<file path="config.mk">
export PLATFORM = sky130hd
export DESIGN_NAME = sd_card_spi_host_sequencer_core
export DESIGN_NICKNAME = d
export VERILOG_FILES = /design/src/sds_pkg.sv /design/src/sds_front.sv /design/src/sds_back.sv /design/src/sd_card_spi_host_sequencer_core.sv
export VERILOG_INCLUDE_DIRS = /design/src /design/src/src
export SDC_FILE = /design/constraint.sdc
export NUM_CORES = 1
export LEC_CHECK = 0
export BUFFER_PORTS_ARGS = -buffer_cell sky130_fd_sc_hd__clkbuf_2
export CORE_ASPECT_RATIO = 1.4
export CORE_MARGIN = 1
export CORE_UTILIZATION = 60
export DETAILED_ROUTE_END_ITERATION = 6
export GPL_TIMING_DRIVEN = 0
export PLACE_DENSITY = 0.8
export SLEW_MARGIN = 20
export SYNTH_ARGS = -nofsm -noshare
export SYNTH_HDL_FRONTEND = slang
export SYNTH_HIERARCHICAL = 1
export SYNTH_SLANG_ARGS = --single-unit
</file>
<file path="constraint.sdc">
create_clock -name i_clk -period 5.4 [get_ports i_clk]
set_clock_uncertainty 0.1 [all_clocks]
set_input_delay 0.54 -clock i_clk [delete_from_list [all_inputs] [get_ports i_clk]]
set_output_delay 0.54 -clock i_clk [all_outputs]
set_load 0.03 [all_outputs]
</file>
<file path="src/sd_card_spi_host_sequencer_core_macros.svh">
// ----------------------------------------------------------------------------
// sd card spi host sequencer assertion macros
// concurrent assertion forms used by the sds_back sequencer module
// ----------------------------------------------------------------------------
`ifndef SD_CARD_SPI_HOST_SEQUENCER_CORE_MACROS_SVH
`define SD_CARD_SPI_HOST_SEQUENCER_CORE_MACROS_SVH

// implication checked on every rising clock edge outside reset
`define SDS_ASSERT_IMP(label, clk, rst_n, ante, cons, msg) \
    label: assert property (@(posedge clk) disable iff (!rst_n) (ante) |-> (cons)) \
        else $error(msg);

// next-cycle implication checked outside reset
`define SDS_ASSERT_NEXT(label, clk, rst_n, ante, cons, msg) \
    label: assert property (@(posedge clk) disable iff (!rst_n) (ante) |=> (cons)) \
        else $error(msg);

`endif

</file>
<file path="src/sds_pkg.sv">
// ----------------------------------------------------------------------------
// sds_pkg
// types and constants shared by the sd card spi host sequencer modules
// ----------------------------------------------------------------------------
package sds_pkg;

    localparam logic [1:0] MODE_INIT = 2'd0;
    localparam logic [1:0] MODE_READ = 2'd1;
    localparam logic [1:0] MODE_XCHG = 2'd2;

    localparam logic [7:0] BYTE_IDLE  = 8'hFF;
    localparam logic [7:0] TOKEN_DATA = 8'hFE;
    localparam logic [7:0] ECHO_CHECK = 8'hAA;

    // one queued input beat
    typedef struct packed {
        logic [1:0]  mode;
        logic [7:0]  miso_byte;
        logic [31:0] block_number;
        logic [8:0]  byte_offset;
        logic [9:0]  byte_count;
    } t_item;

    // one result beat
    typedef struct packed {
        logic [7:0] mosi_byte;
        logic       send_valid;
        logic       card_selected;
        logic       fast_clock;
        logic [7:0] data_byte;
        logic       data_valid;
        logic       done_res;
        logic       failed;
        logic [2:0] card_kind;
    } t_result;

endpackage

</file>
<file path="src/sds_front.sv">
// ----------------------------------------------------------------------------
// sds_front
// input stage and two-entry queue in front of the sequencer
// ----------------------------------------------------------------------------
module sds_front
    import sds_pkg::*;
(
    input  logic  i_clk,
    input  logic  i_rst_n,
    input  logic  i_valid,
    output logic  o_stall,
    input  t_item i_item,
    output logic  o_valid,
    input  logic  i_stall,
    output t_item o_item
);

    t_item      r_buf [2];
    logic       r_rd;
    logic       r_wr;
    logic [1:0] r_cnt;
    logic       w_push;
    logic       w_pop;

    assign o_stall = (r_cnt == 2'd2);
    assign w_push  = i_valid && !o_stall;
    assign o_valid = (r_cnt != 2'd0);
    assign w_pop   = o_valid && !i_stall;
    assign o_item  = r_buf[r_rd];

    always_ff @(posedge i_clk) begin
        if (!i_rst_n) begin
            r_rd  <= 1'b0;
            r_wr  <= 1'b0;
            r_cnt <= 2'd0;
        end else begin
            if (w_push) r_wr <= ~r_wr;
            if (w_pop)  r_rd <= ~r_rd;
            r_cnt <= r_cnt + {1'b0, w_push} - {1'b0, w_pop};
        end
        if (w_push) r_buf[r_wr] <= i_item;
    end

endmodule

</file>
<file path="src/sds_back.sv">
// ----------------------------------------------------------------------------
// sds_back
// command sequencer: one beat in, one result register out
// ----------------------------------------------------------------------------
`include "sd_card_spi_host_sequencer_core_macros.svh"
module sds_back
    import sds_pkg::*;
#(
    parameter int RESPONSE_POLLS = 10
) (
    input  logic        i_clk,
    input  logic        i_rst_n,
    input  logic        i_cfg_we,
    input  logic [1:0]  i_cfg_idx,
    input  logic [15:0] i_cfg_data,
    input  logic        i_valid,
    output logic        o_stall,
    input  t_item       i_item,
    output logic        o_valid,
    input  logic        i_stall,
    output t_result     o_res
);

    typedef enum logic [3:0] {
        P_IDLE, P_CLOCKS, P_CMD0, P_CMD8, P_R7, P_V1_APP, P_V1_OP, P_OP_APP,
        P_OP_CMD, P_CMD58, P_OCR, P_CMD16, P_CMD17, P_TOKEN, P_DATA, P_TAIL
    } t_phase;

    t_phase      r_phase,  n_phase;
    logic [2:0]  r_frame,  n_frame;
    logic [9:0]  r_bcnt,   n_bcnt;
    logic [15:0] r_retry,  n_retry;
    logic [3:0]  r_poll,   n_poll;
    logic [5:0]  r_cmd,    n_cmd;
    logic [31:0] r_arg,    n_arg;
    logic [2:0]  r_kind,   n_kind;
    logic [8:0]  r_wstart, n_wstart;
    logic [9:0]  r_wend,   n_wend;
    logic        r_fast,   n_fast;
    logic        r_sel,    n_sel;
    logic [15:0] r_idle_lim, r_op_lim, r_tok_lim;
    logic        r_ovalid;
    t_result     r_res, n_res;
    logic        w_take;
    logic [10:0] w_end;
    logic [3:0]  w_poll;
    logic [7:0]  w_m;
    logic        w_cmdph;

    localparam logic [3:0] POLLS = 4'(RESPONSE_POLLS);

    function automatic logic [7:0] frame_byte(input logic [2:0] k, input logic [5:0] c,
                                              input logic [31:0] a);
        logic [7:0] b;
        case (k)
            3'd0: b = BYTE_IDLE;
            3'd1: b = {2'b01, c};
            3'd2: b = a[31:24];
            3'd3: b = a[23:16];
            3'd4: b = a[15:8];
            3'd5: b = a[7:0];
            default: b = (c == 6'd0) ? 8'h95 : ((c == 6'd8) ? 8'h87 : BYTE_IDLE);
        endcase
        return b;
    endfunction

    assign o_stall = r_ovalid && i_stall;
    assign w_take  = i_valid && !o_stall;
    assign o_valid = r_ovalid;
    assign o_res   = r_res;
    assign w_m     = i_item.miso_byte;
    assign w_poll  = r_poll + 4'd1;
    assign w_end   = {2'b0, i_item.byte_offset} + {1'b0, i_item.byte_count};
    assign w_cmdph = (r_phase == P_CMD0) || (r_phase == P_CMD8) || (r_phase == P_V1_APP)
        || (r_phase == P_V1_OP) || (r_phase == P_OP_APP) || (r_phase == P_OP_CMD)
        || (r_phase == P_CMD58) || (r_phase == P_CMD16) || (r_phase == P_CMD17);

    always_comb begin
        n_phase = r_phase; n_frame = r_frame; n_bcnt = r_bcnt; n_retry = r_retry;
        n_poll = r_poll; n_cmd = r_cmd; n_arg = r_arg; n_kind = r_kind;
        n_wstart = r_wstart; n_wend = r_wend; n_fast = r_fast; n_sel = r_sel;
        n_res = '0;
        // next command (phase, index, argument) and the result beat: send byte, done, failure
        begin : seq
            t_phase      bp;
            logic [5:0]  bc;
            logic [31:0] ba;
            logic        go;
            logic        fin;
            logic        fail;
            logic        snd;
            logic [7:0]  sb;
            go = 1'b0; fin = 1'b0; fail = 1'b0; snd = 1'b0; sb = BYTE_IDLE;
            bp = P_IDLE; bc = 6'd0; ba = 32'd0;
            if (i_item.mode == MODE_INIT) begin
                n_fast = 1'b0; n_kind = 3'd0; n_sel = 1'b0;
                n_phase = P_CLOCKS; n_bcnt = 10'd0; snd = 1'b1;
            end else if (i_item.mode == MODE_READ) begin
                n_wstart = i_item.byte_offset;
                n_wend   = (w_end > 11'd512) ? 10'd512 : w_end[9:0];
                n_sel    = 1'b1;
                go = 1'b1; bp = P_CMD17; bc = 6'd17;
                ba = r_kind[2] ? i_item.block_number : {i_item.block_number[22:0], 9'd0};
            end else if (i_item.mode == MODE_XCHG && r_phase != P_IDLE) begin
                if (w_cmdph) begin
                    if (r_frame < 3'd6) begin
                        n_frame = r_frame + 3'd1; snd = 1'b1;
                        sb = frame_byte(r_frame + 3'd1, r_cmd, r_arg);
                    end else if (r_frame == 3'd6) begin
                        n_frame = 3'd7; n_poll = 4'd0; snd = 1'b1;
                    end else begin
                        n_poll = w_poll;
                        if (w_m == BYTE_IDLE && w_poll < POLLS) begin
                            snd = 1'b1;
                        end else begin
                            unique case (r_phase)
                                P_CMD0: begin
                                    if (w_m == 8'd1) begin
                                        go = 1'b1; bp = P_CMD8; bc = 6'd8; ba = 32'h1AA;
                                    end else if (r_retry == r_idle_lim) begin
                                        fin = 1'b1; fail = 1'b1;
                                    end else begin
                                        n_retry = r_retry + 16'd1; go = 1'b1; bp = P_CMD0;
                                    end
                                end
                                P_CMD8: begin
                                    if (!w_m[2]) begin
                                        n_phase = P_R7; n_bcnt = 10'd0; snd = 1'b1;
                                    end else begin
                                        go = 1'b1; bp = P_V1_APP; bc = 6'd55;
                                    end
                                end
                                P_V1_APP: begin
                                    go = 1'b1; bp = P_V1_OP; bc = 6'd41;
                                end
                                P_V1_OP: begin
                                    if (!w_m[2]) n_kind[0] = 1'b1;
                                    n_retry = 16'd0; go = 1'b1;
                                    if (r_kind[1] || !w_m[2] || r_kind[0]) begin
                                        bp = P_OP_APP; bc = 6'd55;
                                    end else begin
                                        bp = P_OP_CMD; bc = 6'd1;
                                    end
                                end
                                P_OP_APP: begin
                                    go = 1'b1; bp = P_OP_CMD; bc = 6'd41;
                                    ba = r_kind[1] ? 32'h4000_0000 : 32'd0;
                                end
                                P_OP_CMD: begin
                                    if (!w_m[0]) begin
                                        go = 1'b1;
                                        if (r_kind[1]) begin
                                            bp = P_CMD58; bc = 6'd58;
                                        end else begin
                                            bp = P_CMD16; bc = 6'd16; ba = 32'd512;
                                        end
                                    end else if (r_retry == r_op_lim) begin
                                        fin = 1'b1; fail = 1'b1;
                                    end else begin
                                        n_retry = r_retry + 16'd1; go = 1'b1;
                                        if (r_kind[1:0] != 2'd0) begin
                                            bp = P_OP_APP; bc = 6'd55;
                                        end else begin
                                            bp = P_OP_CMD; bc = 6'd1;
                                        end
                                    end
                                end
                                P_CMD58: begin
                                    if (w_m != 8'd0) begin
                                        fin = 1'b1; fail = 1'b1;
                                    end else begin
                                        n_phase = P_OCR; n_bcnt = 10'd0; snd = 1'b1;
                                    end
                                end
                                P_CMD16: begin
                                    fin = 1'b1;
                                    if (w_m != 8'd0) fail = 1'b1;
                                    else n_fast = 1'b1;
                                end
                                default: begin
                                    if (w_m != 8'd0) begin
                                        fin = 1'b1; fail = 1'b1;
                                    end else begin
                                        n_phase = P_TOKEN; n_retry = 16'd0; snd = 1'b1;
                                    end
                                end
                            endcase
                        end
                    end
                end else begin
                    unique case (r_phase)
                        P_CLOCKS: begin
                            n_bcnt = r_bcnt + 10'd1;
                            if (r_bcnt + 10'd1 >= 10'd10) begin
                                n_sel = 1'b1; n_retry = 16'd0; go = 1'b1; bp = P_CMD0;
                            end else snd = 1'b1;
                        end
                        P_R7: begin
                            if (r_bcnt == 10'd2 && !w_m[0]) begin
                                fin = 1'b1; fail = 1'b1;
                            end else if (r_bcnt == 10'd3) begin
                                if (w_m != ECHO_CHECK) begin
                                    fin = 1'b1; fail = 1'b1;
                                end else begin
                                    n_kind[1] = 1'b1; n_retry = 16'd0; go = 1'b1;
                                    bp = P_OP_APP; bc = 6'd55;
                                end
                            end else begin
                                n_bcnt = r_bcnt + 10'd1; snd = 1'b1;
                            end
                        end
                        P_OCR: begin
                            if (r_bcnt == 10'd0 && w_m[6]) n_kind[2] = 1'b1;
                            if (r_bcnt >= 10'd3) begin
                                go = 1'b1; bp = P_CMD16; bc = 6'd16; ba = 32'd512;
                            end else begin
                                n_bcnt = r_bcnt + 10'd1; snd = 1'b1;
                            end
                        end
                        P_TOKEN: begin
                            if (w_m == TOKEN_DATA) begin
                                n_phase = P_DATA; n_bcnt = 10'd0; snd = 1'b1;
                            end else if (r_retry == r_tok_lim) begin
                                fin = 1'b1; fail = 1'b1;
                            end else begin
                                n_retry = r_retry + 16'd1; snd = 1'b1;
                            end
                        end
                        P_DATA: begin
                            if ({1'b0, r_bcnt} >= {2'b0, r_wstart} && r_bcnt < r_wend) begin
                                n_res.data_byte  = w_m;
                                n_res.data_valid = 1'b1;
                            end
                            snd = 1'b1;
                            if (r_bcnt == 10'd511) begin
                                n_phase = P_TAIL; n_bcnt = 10'd0;
                            end else n_bcnt = r_bcnt + 10'd1;
                        end
                        P_TAIL: begin
                            if (r_bcnt >= 10'd2) begin
                                fin = 1'b1;
                            end else begin
                                n_bcnt = r_bcnt + 10'd1; snd = 1'b1;
                                if (r_bcnt == 10'd1) n_sel = 1'b0;
                            end
                        end
                        default: ;
                    endcase
                end
            end
            if (go) begin
                n_phase = bp; n_cmd = bc; n_arg = ba; n_frame = 3'd0; n_poll = 4'd0;
                snd = 1'b1; sb = BYTE_IDLE;
            end
            if (fin) begin
                n_sel = 1'b0; n_phase = P_IDLE;
                n_res.done_res = 1'b1; n_res.failed = fail;
            end
            if (snd) begin
                n_res.mosi_byte = sb; n_res.send_valid = 1'b1;
            end
        end
        n_res.card_selected = n_sel;
        n_res.fast_clock    = n_fast;
        n_res.card_kind     = n_kind;
    end

    always_ff @(posedge i_clk) begin
        if (!i_rst_n) begin
            r_phase <= P_IDLE; r_frame <= '0; r_bcnt <= '0; r_retry <= '0;
            r_poll <= '0; r_cmd <= '0; r_arg <= '0; r_kind <= '0; r_wstart <= '0;
            r_wend <= '0; r_fast <= 1'b0; r_sel <= 1'b0; r_ovalid <= 1'b0;
            r_idle_lim <= 16'd511; r_op_lim <= 16'h7FFF; r_tok_lim <= 16'hFFFF;
        end else begin
            if (i_cfg_we) begin
                case (i_cfg_idx)
                    2'd0: r_idle_lim <= i_cfg_data;
                    2'd1: r_op_lim   <= i_cfg_data;
                    2'd2: r_tok_lim  <= i_cfg_data;
                    default: ;
                endcase
            end
            if (w_take) begin
                r_phase <= n_phase; r_frame <= n_frame; r_bcnt <= n_bcnt;
                r_retry <= n_retry; r_poll <= n_poll; r_cmd <= n_cmd; r_arg <= n_arg;
                r_kind <= n_kind; r_wstart <= n_wstart; r_wend <= n_wend;
                r_fast <= n_fast; r_sel <= n_sel;
                r_ovalid <= 1'b1;
            end else if (!i_stall) begin
                r_ovalid <= 1'b0;
            end
        end
        if (w_take) r_res <= n_res;
    end

    `SDS_ASSERT_IMP(a_done_idle, i_clk, i_rst_n, r_ovalid && r_res.done_res, !r_res.send_valid && !r_res.card_selected && r_phase == P_IDLE, "done beat must leave the sequencer idle and deselected")
    `SDS_ASSERT_IMP(a_dv_data, i_clk, i_rst_n, r_ovalid && r_res.data_valid, r_phase == P_DATA || r_phase == P_TAIL, "data beat outside the block transfer")
    `SDS_ASSERT_NEXT(a_hold, i_clk, i_rst_n, r_ovalid && i_stall, r_ovalid && $stable(r_res), "stalled result changed")
    `SDS_ASSERT_IMP(a_window, i_clk, i_rst_n, 1'b1, r_wend <= 10'd512, "read window end beyond block")

endmodule

</file>
<file path="src/sd_card_spi_host_sequencer_core.sv">
// path: each input beat is queued, then its result beat is registered in the sequencer
// throughput: one beat per cycle while the output is not stalled, set by the combinational next-byte decision
// a two-entry queue decouples input from sequencer; the result register holds under stall
// reset (synchronous, active low): idle, card deselected, limits 511, 32767, 65535
// ----------------------------------------------------------------------------
// sd_card_spi_host_sequencer_core
// sd card spi mode host sequencer: init and single-block read, one byte a beat
// ----------------------------------------------------------------------------
module sd_card_spi_host_sequencer_core
    import sds_pkg::*;
#(
    parameter int RESPONSE_POLLS = 10
) (
    input  logic        i_clk,
    input  logic        i_rst_n,
    input  logic        i_cfg_we,
    input  logic [1:0]  i_cfg_idx,
    input  logic [15:0] i_cfg_data,
    input  logic        i_valid,
    output logic        o_stall,
    input  logic [1:0]  i_mode,
    input  logic [7:0]  i_miso_byte,
    input  logic [31:0] i_block_number,
    input  logic [8:0]  i_byte_offset,
    input  logic [9:0]  i_byte_count,
    output logic        o_valid,
    input  logic        i_stall,
    output logic [7:0]  o_mosi_byte,
    output logic        o_send_valid,
    output logic        o_card_selected,
    output logic        o_fast_clock,
    output logic [7:0]  o_data_byte,
    output logic        o_data_valid,
    output logic        o_done_res,
    output logic        o_failed,
    output logic [2:0]  o_card_kind
);

    t_item   w_in;
    t_item   w_q;
    logic    w_qvalid;
    logic    w_qstall;
    t_result w_res;

    assign w_in.mode         = i_mode;
    assign w_in.miso_byte    = i_miso_byte;
    assign w_in.block_number = i_block_number;
    assign w_in.byte_offset  = i_byte_offset;
    assign w_in.byte_count   = i_byte_count;

    sds_front u_front (
        .i_clk(i_clk), .i_rst_n(i_rst_n),
        .i_valid(i_valid), .o_stall(o_stall), .i_item(w_in),
        .o_valid(w_qvalid), .i_stall(w_qstall), .o_item(w_q)
    );

    sds_back #(.RESPONSE_POLLS(RESPONSE_POLLS)) u_back (
        .i_clk(i_clk), .i_rst_n(i_rst_n),
        .i_cfg_we(i_cfg_we), .i_cfg_idx(i_cfg_idx), .i_cfg_data(i_cfg_data),
        .i_valid(w_qvalid), .o_stall(w_qstall), .i_item(w_q),
        .o_valid(o_valid), .i_stall(i_stall), .o_res(w_res)
    );

    assign o_mosi_byte     = w_res.mosi_byte;
    assign o_send_valid    = w_res.send_valid;
    assign o_card_selected = w_res.card_selected;
    assign o_fast_clock    = w_res.fast_clock;
    assign o_data_byte     = w_res.data_byte;
    assign o_data_valid    = w_res.data_valid;
    assign o_done_res      = w_res.done_res;
    assign o_failed        = w_res.failed;
    assign o_card_kind     = w_res.card_kind;

endmodule
</file>
Word-level counts from Yosys, hierarchy flattened
Memory sizes are Yosys's and may differ from the RTL's. A register that Yosys moved wholly into a read port is not among the register bits.
Index checks and enable logic that the tools add are counted.
W data, S select, Z words.
{ "totals": {"regBits": 177, "mem_bits_rw": 122, "input_bits": 84, "out_inout_bits": 27, "word_cells": 429, "mem_count": 1} }
{ "op_classes": {"n_addsub": 7, "n_lt_le_gt_ge": 8, "eq_ne": 79, "n_mux": 241, "bitwise": 8, "reduce_logical": 57} }
{ "memory_table": {"columns": ["name", "depth", "width", "read_ports", "rd_clocked_by_memory_dff", "wr", "line", "source"], "rows": [
  ["u_front.r_buf", 2, 61, 1, 1, 1, "sds_front.sv:18", "t_item r_buf [2];"]
]} }
{ "ops": {"columns": ["cell", "n"], "rows": [
  ["$mux W32", 9],
  ["$mux W16", 15],
  ["$mux W10", 19],
  ["$mux W4", 37],
  ["$mux W1", 96],
  ["$mux W6", 16],
  ["$pmux W32 S3", 1],
  ["$pmux W16 S4", 1],
  ["$pmux W10 S6", 1],
  ["$mux W8", 7],
  ["$eq A16 B16 Y1", 3],
  ["$pmux W16 S3", 1],
  ["$pmux W8 S6", 1],
  ["$mux W3", 12],
  ["$eq A4 B4 Y1 const B", 8],
  ["$mux W31", 1],
  ["$pmux W6 S5", 1],
  ["$ne A5 B5 Y1 const B", 5],
  ["$pmux W4 S3", 2],
  ["$pmux W4 S6", 1],
  ["$eq A10 B2 Y1 const B", 2],
  ["$ge A10 B2 Y1 const B", 2],
  ["$pmux W10 S2", 1],
  ["$reduce_and A20 Y1", 1],
  ["70 further kinds", 157]
]} }

Longest topological paths before layout
{ "depth": {"word_depth": 15, "ltp_mapped": 15, "mapped_depth_nobuf": 12} }

Modules after synthesis
The synthesis kept the hierarchy.
{ "modules_own_cells": {"columns": ["module", "n_inst", "cells_each", "area_per_inst_um2", "seq_area_each_um2"], "rows": [
  ["sds_back", 1, 1310, 10322.4, 3713.6],
  ["sds_front", 1, 217, 4704.5, 3763.6]
]} }

Worst setup path after synthesis
OpenSTA, ideal clock, no wires.
{ "synth_path": {"path_type": "input port to flip-flop", "from": "input i_valid", "to": "memory u_front/r_buf[0][0] (netlist name), enable pin", "setup_time_ns": 0.480, "t_arrival_ns": 3.186, "setup_slack_ns": 1.634, "stages": 2, "n_path_buf": 0, "path_cell_list": "nand2_1 > nor2_1"} }
{ "synth_via": {"elab_chain_cells": 3} }
{ "synth_rtl": {"columns": ["element", "line", "source"], "rows": [
  ["start: declaration", "sd_card_spi_host_sequencer_core.sv:19", "input logic i_valid,"],
  ["$logic_and A1 B1 Y1", "sds_front.sv:26", "assign w_push = i_valid && !o_stall;"],
  ["$mux W1", "sds_front.sv:41", "if (w_push) r_buf[r_wr] <= i_item;"],
  ["$mux W1 (not written as such)", "sds_front.sv:41", null],
  ["end: declaration", "sds_front.sv:18", null]
]} }
No other way between the ends.

==> tab_implementation.tex <==
\begin{tabular}{lr}
\hline
Metric & Value \\
\hline
\multicolumn{2}{l}{\textbf{Run status}} \\
Outcome & finished, final reports clean \\
\multicolumn{2}{l}{\textbf{Power}} \\
Post-route total power & between 7 and 8 mW \\
Clock share of power & between 20\% and 30\% \\
Net Sw Power & $\sim$2.8 mW \\
Static leakage & around 6.4 nW \\
Share of total power in combinational logic & 35.9\% \\
Highest ir drop seen on vdd & 367 uV \\
Internal power & roughly 4.8 mW \\
Switching part of the total power & around 37\% \\
Power share of the sequential group & 38.5\% \\
Power density relative to cell area & between 400 and 500 nW/um\^{}2 \\
\multicolumn{2}{l}{\textbf{Place}} \\
Post-place instance area & around 16000 um\^{}2 \\
Port-buffer cells & 110 \\
Post-DP HPWL & approximately 31000 um \\
Post-place setup slack & approximately 700 ps \\
Routability Congestion & between 0.9 and 1 \\
Number of instances in the placed design & 1956 \\
\multicolumn{2}{l}{\textbf{Clock tree}} \\
Clock slew at the register clock pins of the worst setup and hold paths & approximately 70 ps \\
CTS Buffer Depth & 3 \\
Count of cells resized by post-cts repair & 0 \\
Quantity of hold-fixing buffers added after cts & 0 \\
Number of buffers created by CTS & 28 \\
Cell at the root of the clock tree & sky130\_fd\_sc\_hd\_\_clkbuf\_16 \\
Number of sinks on the clock net & 300 \\
Worst-skew pair later-pin latency & between 500 and 600 ps \\
Number of H-tree levels & 1 \\
Number of buffers inserted to repair setup after CTS & 0 \\
Clock tree from TritonCTS & yes \\
\multicolumn{2}{l}{\textbf{Floorplanning}} \\
Number of rows in the core area & 68 \\
I/O pin total & between 100 and 150 \\
Overall die area & roughly 26000 um\^{}2 \\
Initial cell density of the core & between 60\% and 70\% \\
Overall die height & 189 um \\
Floorplan core area & between 20000 and 25000 um\^{}2 \\
Width of the chip & 136 um \\
\multicolumn{2}{l}{\textbf{Global route}} \\
Total congestion overflow after global routing & 0 \\
Largest net degree at the start of global routing & 54 \\
Global-route wire length before repair & 64300 um \\
Antenna violations before repair & 0 \\
GR Util All Layers & roughly 32\% \\
Via count of the first global-routing pass & $\sim$12000 \\
\multicolumn{2}{l}{\textbf{Route}} \\
Count of vias placed by the detailed router & 12500 \\
Detailed-route wire length & between 40000 and 50000 um \\
Vias per Instance & roughly 6.2 \\
\# DRC & 0 \\
Detailed Route Iter0 Violations & 1013 \\
Average wire per cell in the routed design & about 21 um \\
Count of nets left with antenna violations after detail routing & 0 \\
Drt pass-1 iters & 5 \\
\multicolumn{2}{l}{\textbf{STA}} \\
Fmax & between 200 and 250 MHz \\
Setup slack after layout & just under 600 ps \\
Final hold viol count & 0 \\
Setup repair after global routing missed its margin & no \\
Total setup violations reported at the end of the flow & 0 \\
Fraction of the cycle the final worst path needs & 89.0\% \\
Post-route minimum period & 4810 ps \\
Worst-Margin Slew & $\sim$1100 ps \\
Worst-case hold slack & 52.9 ps \\
Setup TNS & 0 ps \\
Tightest slew margin relative to the limit & roughly 27\% \\
Final max-slew violation count & 0 \\
\multicolumn{2}{l}{\textbf{Layout}} \\
Antenna diodes & 0 \\
Share of final-layout standard cells stronger than drive strength 1 & between 15 and 20\% \\
Final core occ & roughly 69\% \\
Count of nets after finishing & approximately 1800 \\
Number of non-filler instances in the completed layout & roughly 2000 \\
Synthesis-to-finish area growth & 13.1\% \\
Final standard cell area without fillers & roughly 17000 um\^{}2 \\
\multicolumn{2}{l}{\textbf{Yosys}} \\
Warning count from the yosys run & 6 \\
Area contributors post-synth & sky130\_fd\_sc\_hd\_\_edfxtp\_1 29\%, sky130\_fd\_sc\_hd\_\_dfxtp\_1 20\%, sky130\_fd\_sc\_hd\_\_nand2\_1 4.5\% \\
Average cell area after synthesis & approximately 9.8 um\^{}2 \\
Syn nets & between 1500 and 2000 \\
Number of enable-type register cells in the synthesized netlist & roughly 150 \\
Netlist area before placement & 15000 um\^{}2 \\
Gate count of the mapped netlist & between 1500 and 2000 \\
Sequential-to-total area share from yosys stat & 49.8\% \\
Fraction of registers with async set or reset after synthesis & 0\% \\
Most frequent cells after synthesis & 180 x sky130\_fd\_sc\_hd\_\_nand2\_1, 153 x sky130\_fd\_sc\_hd\_\_dfxtp\_1, 147 x sky130\_fd\_sc\_hd\_\_edfxtp\_1, 146 x sky130\_fd\_sc\_hd\_\_nor2\_1, 108 x sky130\_fd\_sc\_hd\_\_a21oi\_1 \\
Count of unique library cells instantiated by Yosys & 82 \\
Most common cell in the synthesized netlist & sky130\_fd\_sc\_hd\_\_nand2\_1 \\
FF+latch count, synth & 300 \\
Share of the synthesized area in the top cell type & 29.4\% \\
Most used DFF post-synth & sky130\_fd\_sc\_hd\_\_dfxtp\_1 \\
Cell type with the highest aggregate area in the netlist & sky130\_fd\_sc\_hd\_\_edfxtp\_1 \\
\multicolumn{2}{l}{\textbf{Setup path}} \\
Reg2reg setup slack & around 590 ps \\
Critical Path Sink Type & flip-flop \\
Critical setup path kind & flip-flop to flip-flop \\
Highest-delay cell along the critical path & sky130\_fd\_sc\_hd\_\_nor3\_1 \\
Cell family contributing the most delay on the critical path & buffers and inverters \\
Cell count of the worst reg-to-reg path & 13 \\
Crit-path max FO & 10 \\
Buffers and inverters on the worst path & 6 \\
Launching element type of the critical path & flip-flop \\
Cell repeated most along the worst path & sky130\_fd\_sc\_hd\_\_clkbuf\_1 \\
Number of cells on the critical path & 13 \\
Critical Path RT & roughly 5700 ps \\
Worst stage delay on the critical path & approximately 910 ps \\
CP Cell Sequence & buf\_6 -> buf\_6 -> mux2\_2 -> clkbuf\_1 -> inv\_1 -> nor3\_1 -> o22ai\_1 -> clkbuf\_1 -> o22ai\_1 -> nor3\_1 -> a31o\_2 -> clkbuf\_1 -> nor2\_1 \\
End of the worst register-to-register path & u\_back/r\_retry[10] \\
Signal arrival time at the worst endpoint & 5140 ps \\
\multicolumn{2}{l}{\textbf{Worst hold path}} \\
Hold WC Path Type & input pin to flip-flop \\
Min-Delay Startpoint & i\_block\_number[27] \\
Hold Path Depth & 1 \\
Hold Path End & u\_front/r\_buf[1][46] \\
\multicolumn{2}{l}{\textbf{Flow run}} \\
Max cap viols & 0 \\
\hline
\end{tabular}
## final cells by class
cell class	instances	area, um^2
clock inverter	14	133
fill	1916	7590
inverter	48	180
tap	315	394
clock buffer	38	781
sequential	300	7480
buffer	98	440
multi-input combinational	1081	6960
timing repair buffer	114	638
## worst reg2reg max path: stages, from the launching register on
cell and delay, ps:
sky130_fd_sc_hd__dfxtp_1 330, sky130_fd_sc_hd__buf_6 180, sky130_fd_sc_hd__buf_6 180, sky130_fd_sc_hd__mux2_2 370
sky130_fd_sc_hd__clkbuf_1 310, sky130_fd_sc_hd__inv_1 260, sky130_fd_sc_hd__nor3_1 140, sky130_fd_sc_hd__o22ai_1 250
sky130_fd_sc_hd__clkbuf_1 500, sky130_fd_sc_hd__o22ai_1 200, sky130_fd_sc_hd__nor3_1 910, sky130_fd_sc_hd__a31o_2 380
sky130_fd_sc_hd__clkbuf_1 450, sky130_fd_sc_hd__nor2_1 110
## kinds of logic after synthesis
logic type / after synthesis / share of synthesized area, %
AO/OA/AOI/OAI: 299 / 13.0
XOR/XNOR: 75 / 4.37
adder cells (fa/ha/maj): 42 / 3.55
buffers and inverters: 146 / 4.12
flip-flops: 300 / 49.8
multiplexers: 97 / 7.11
AND/OR/NAND/NOR: 568 / 18.0
## worst max-delay path by stage
stage	startpoint	end	slack, ps
floorplan	i_valid	u_front/r_buf[0][0]	1630
global route	flip-flop	u_back/r_retry[12]	330
CTS	flip-flop	u_back/r_retry[10]	680
detailed placement	flip-flop	u_back/r_retry[12]	720
finish	flip-flop	u_back/r_retry[10]	590
global placement	i_valid	u_front/r_buf[0][53]	240
## power groups by stage
stage                     clock, mW  sequential [mW]  combinational [mW]
final                          1.95             2.93                2.73
after detailed placement          0             2.98                2.66
after global routing           2.06             2.96                2.93
after floorplan                   0             3.14                1.67
after CTS                      1.97             2.93                2.69
after global placement            0             2.98                2.57
## per-layer routing
layer,vias up,track usage (%),part of all wire [%]
met5,-,0,0
met4,0,17.5,5.5
met3,150,4.02,5.9
met2,519,57.8,51
met1,6011,37.5,38
li1,5801,-,-
## cells in the final DEF (no fill, tap or decap), types with 30 or more instances in the layout
master	Yosys	routed
sky130_fd_sc_hd__a21oi_1	108	108
sky130_fd_sc_hd__inv_1	47	47
sky130_fd_sc_hd__mux2_2	58	58
sky130_fd_sc_hd__clkbuf_1	74	81
sky130_fd_sc_hd__nor2_1	146	145
sky130_fd_sc_hd__ha_1	41	41
sky130_fd_sc_hd__clkbuf_2	0	111
sky130_fd_sc_hd__clkbuf_16	0	30
sky130_fd_sc_hd__mux2i_1	34	33
sky130_fd_sc_hd__dfxtp_1	153	153
sky130_fd_sc_hd__edfxtp_1	147	147
sky130_fd_sc_hd__xor2_1	52	52
sky130_fd_sc_hd__nand2_1	180	180
sky130_fd_sc_hd__nand3_1	87	87
sky130_fd_sc_hd__o21ai_0	41	41
## flip-flops by register name, summed over array words and instances (netlist names), 4 cells and up, named ones only
signal / flops
u_back/r_wend: 10
u_back/r_phase: 4
u_back/r_op_lim: 16
u_back/r_idle_lim: 16
u_front/r_buf: 122
u_back/r_arg: 32
u_back/r_bcnt: 10
u_back/r_poll: 4
u_back/r_tok_lim: 16
u_back/r_cmd: 6
u_back/r_wstart: 9
u_back/r_retry: 16
u_back/o_res: 25
No activity file was read; power rests on OpenSTA's default activity.
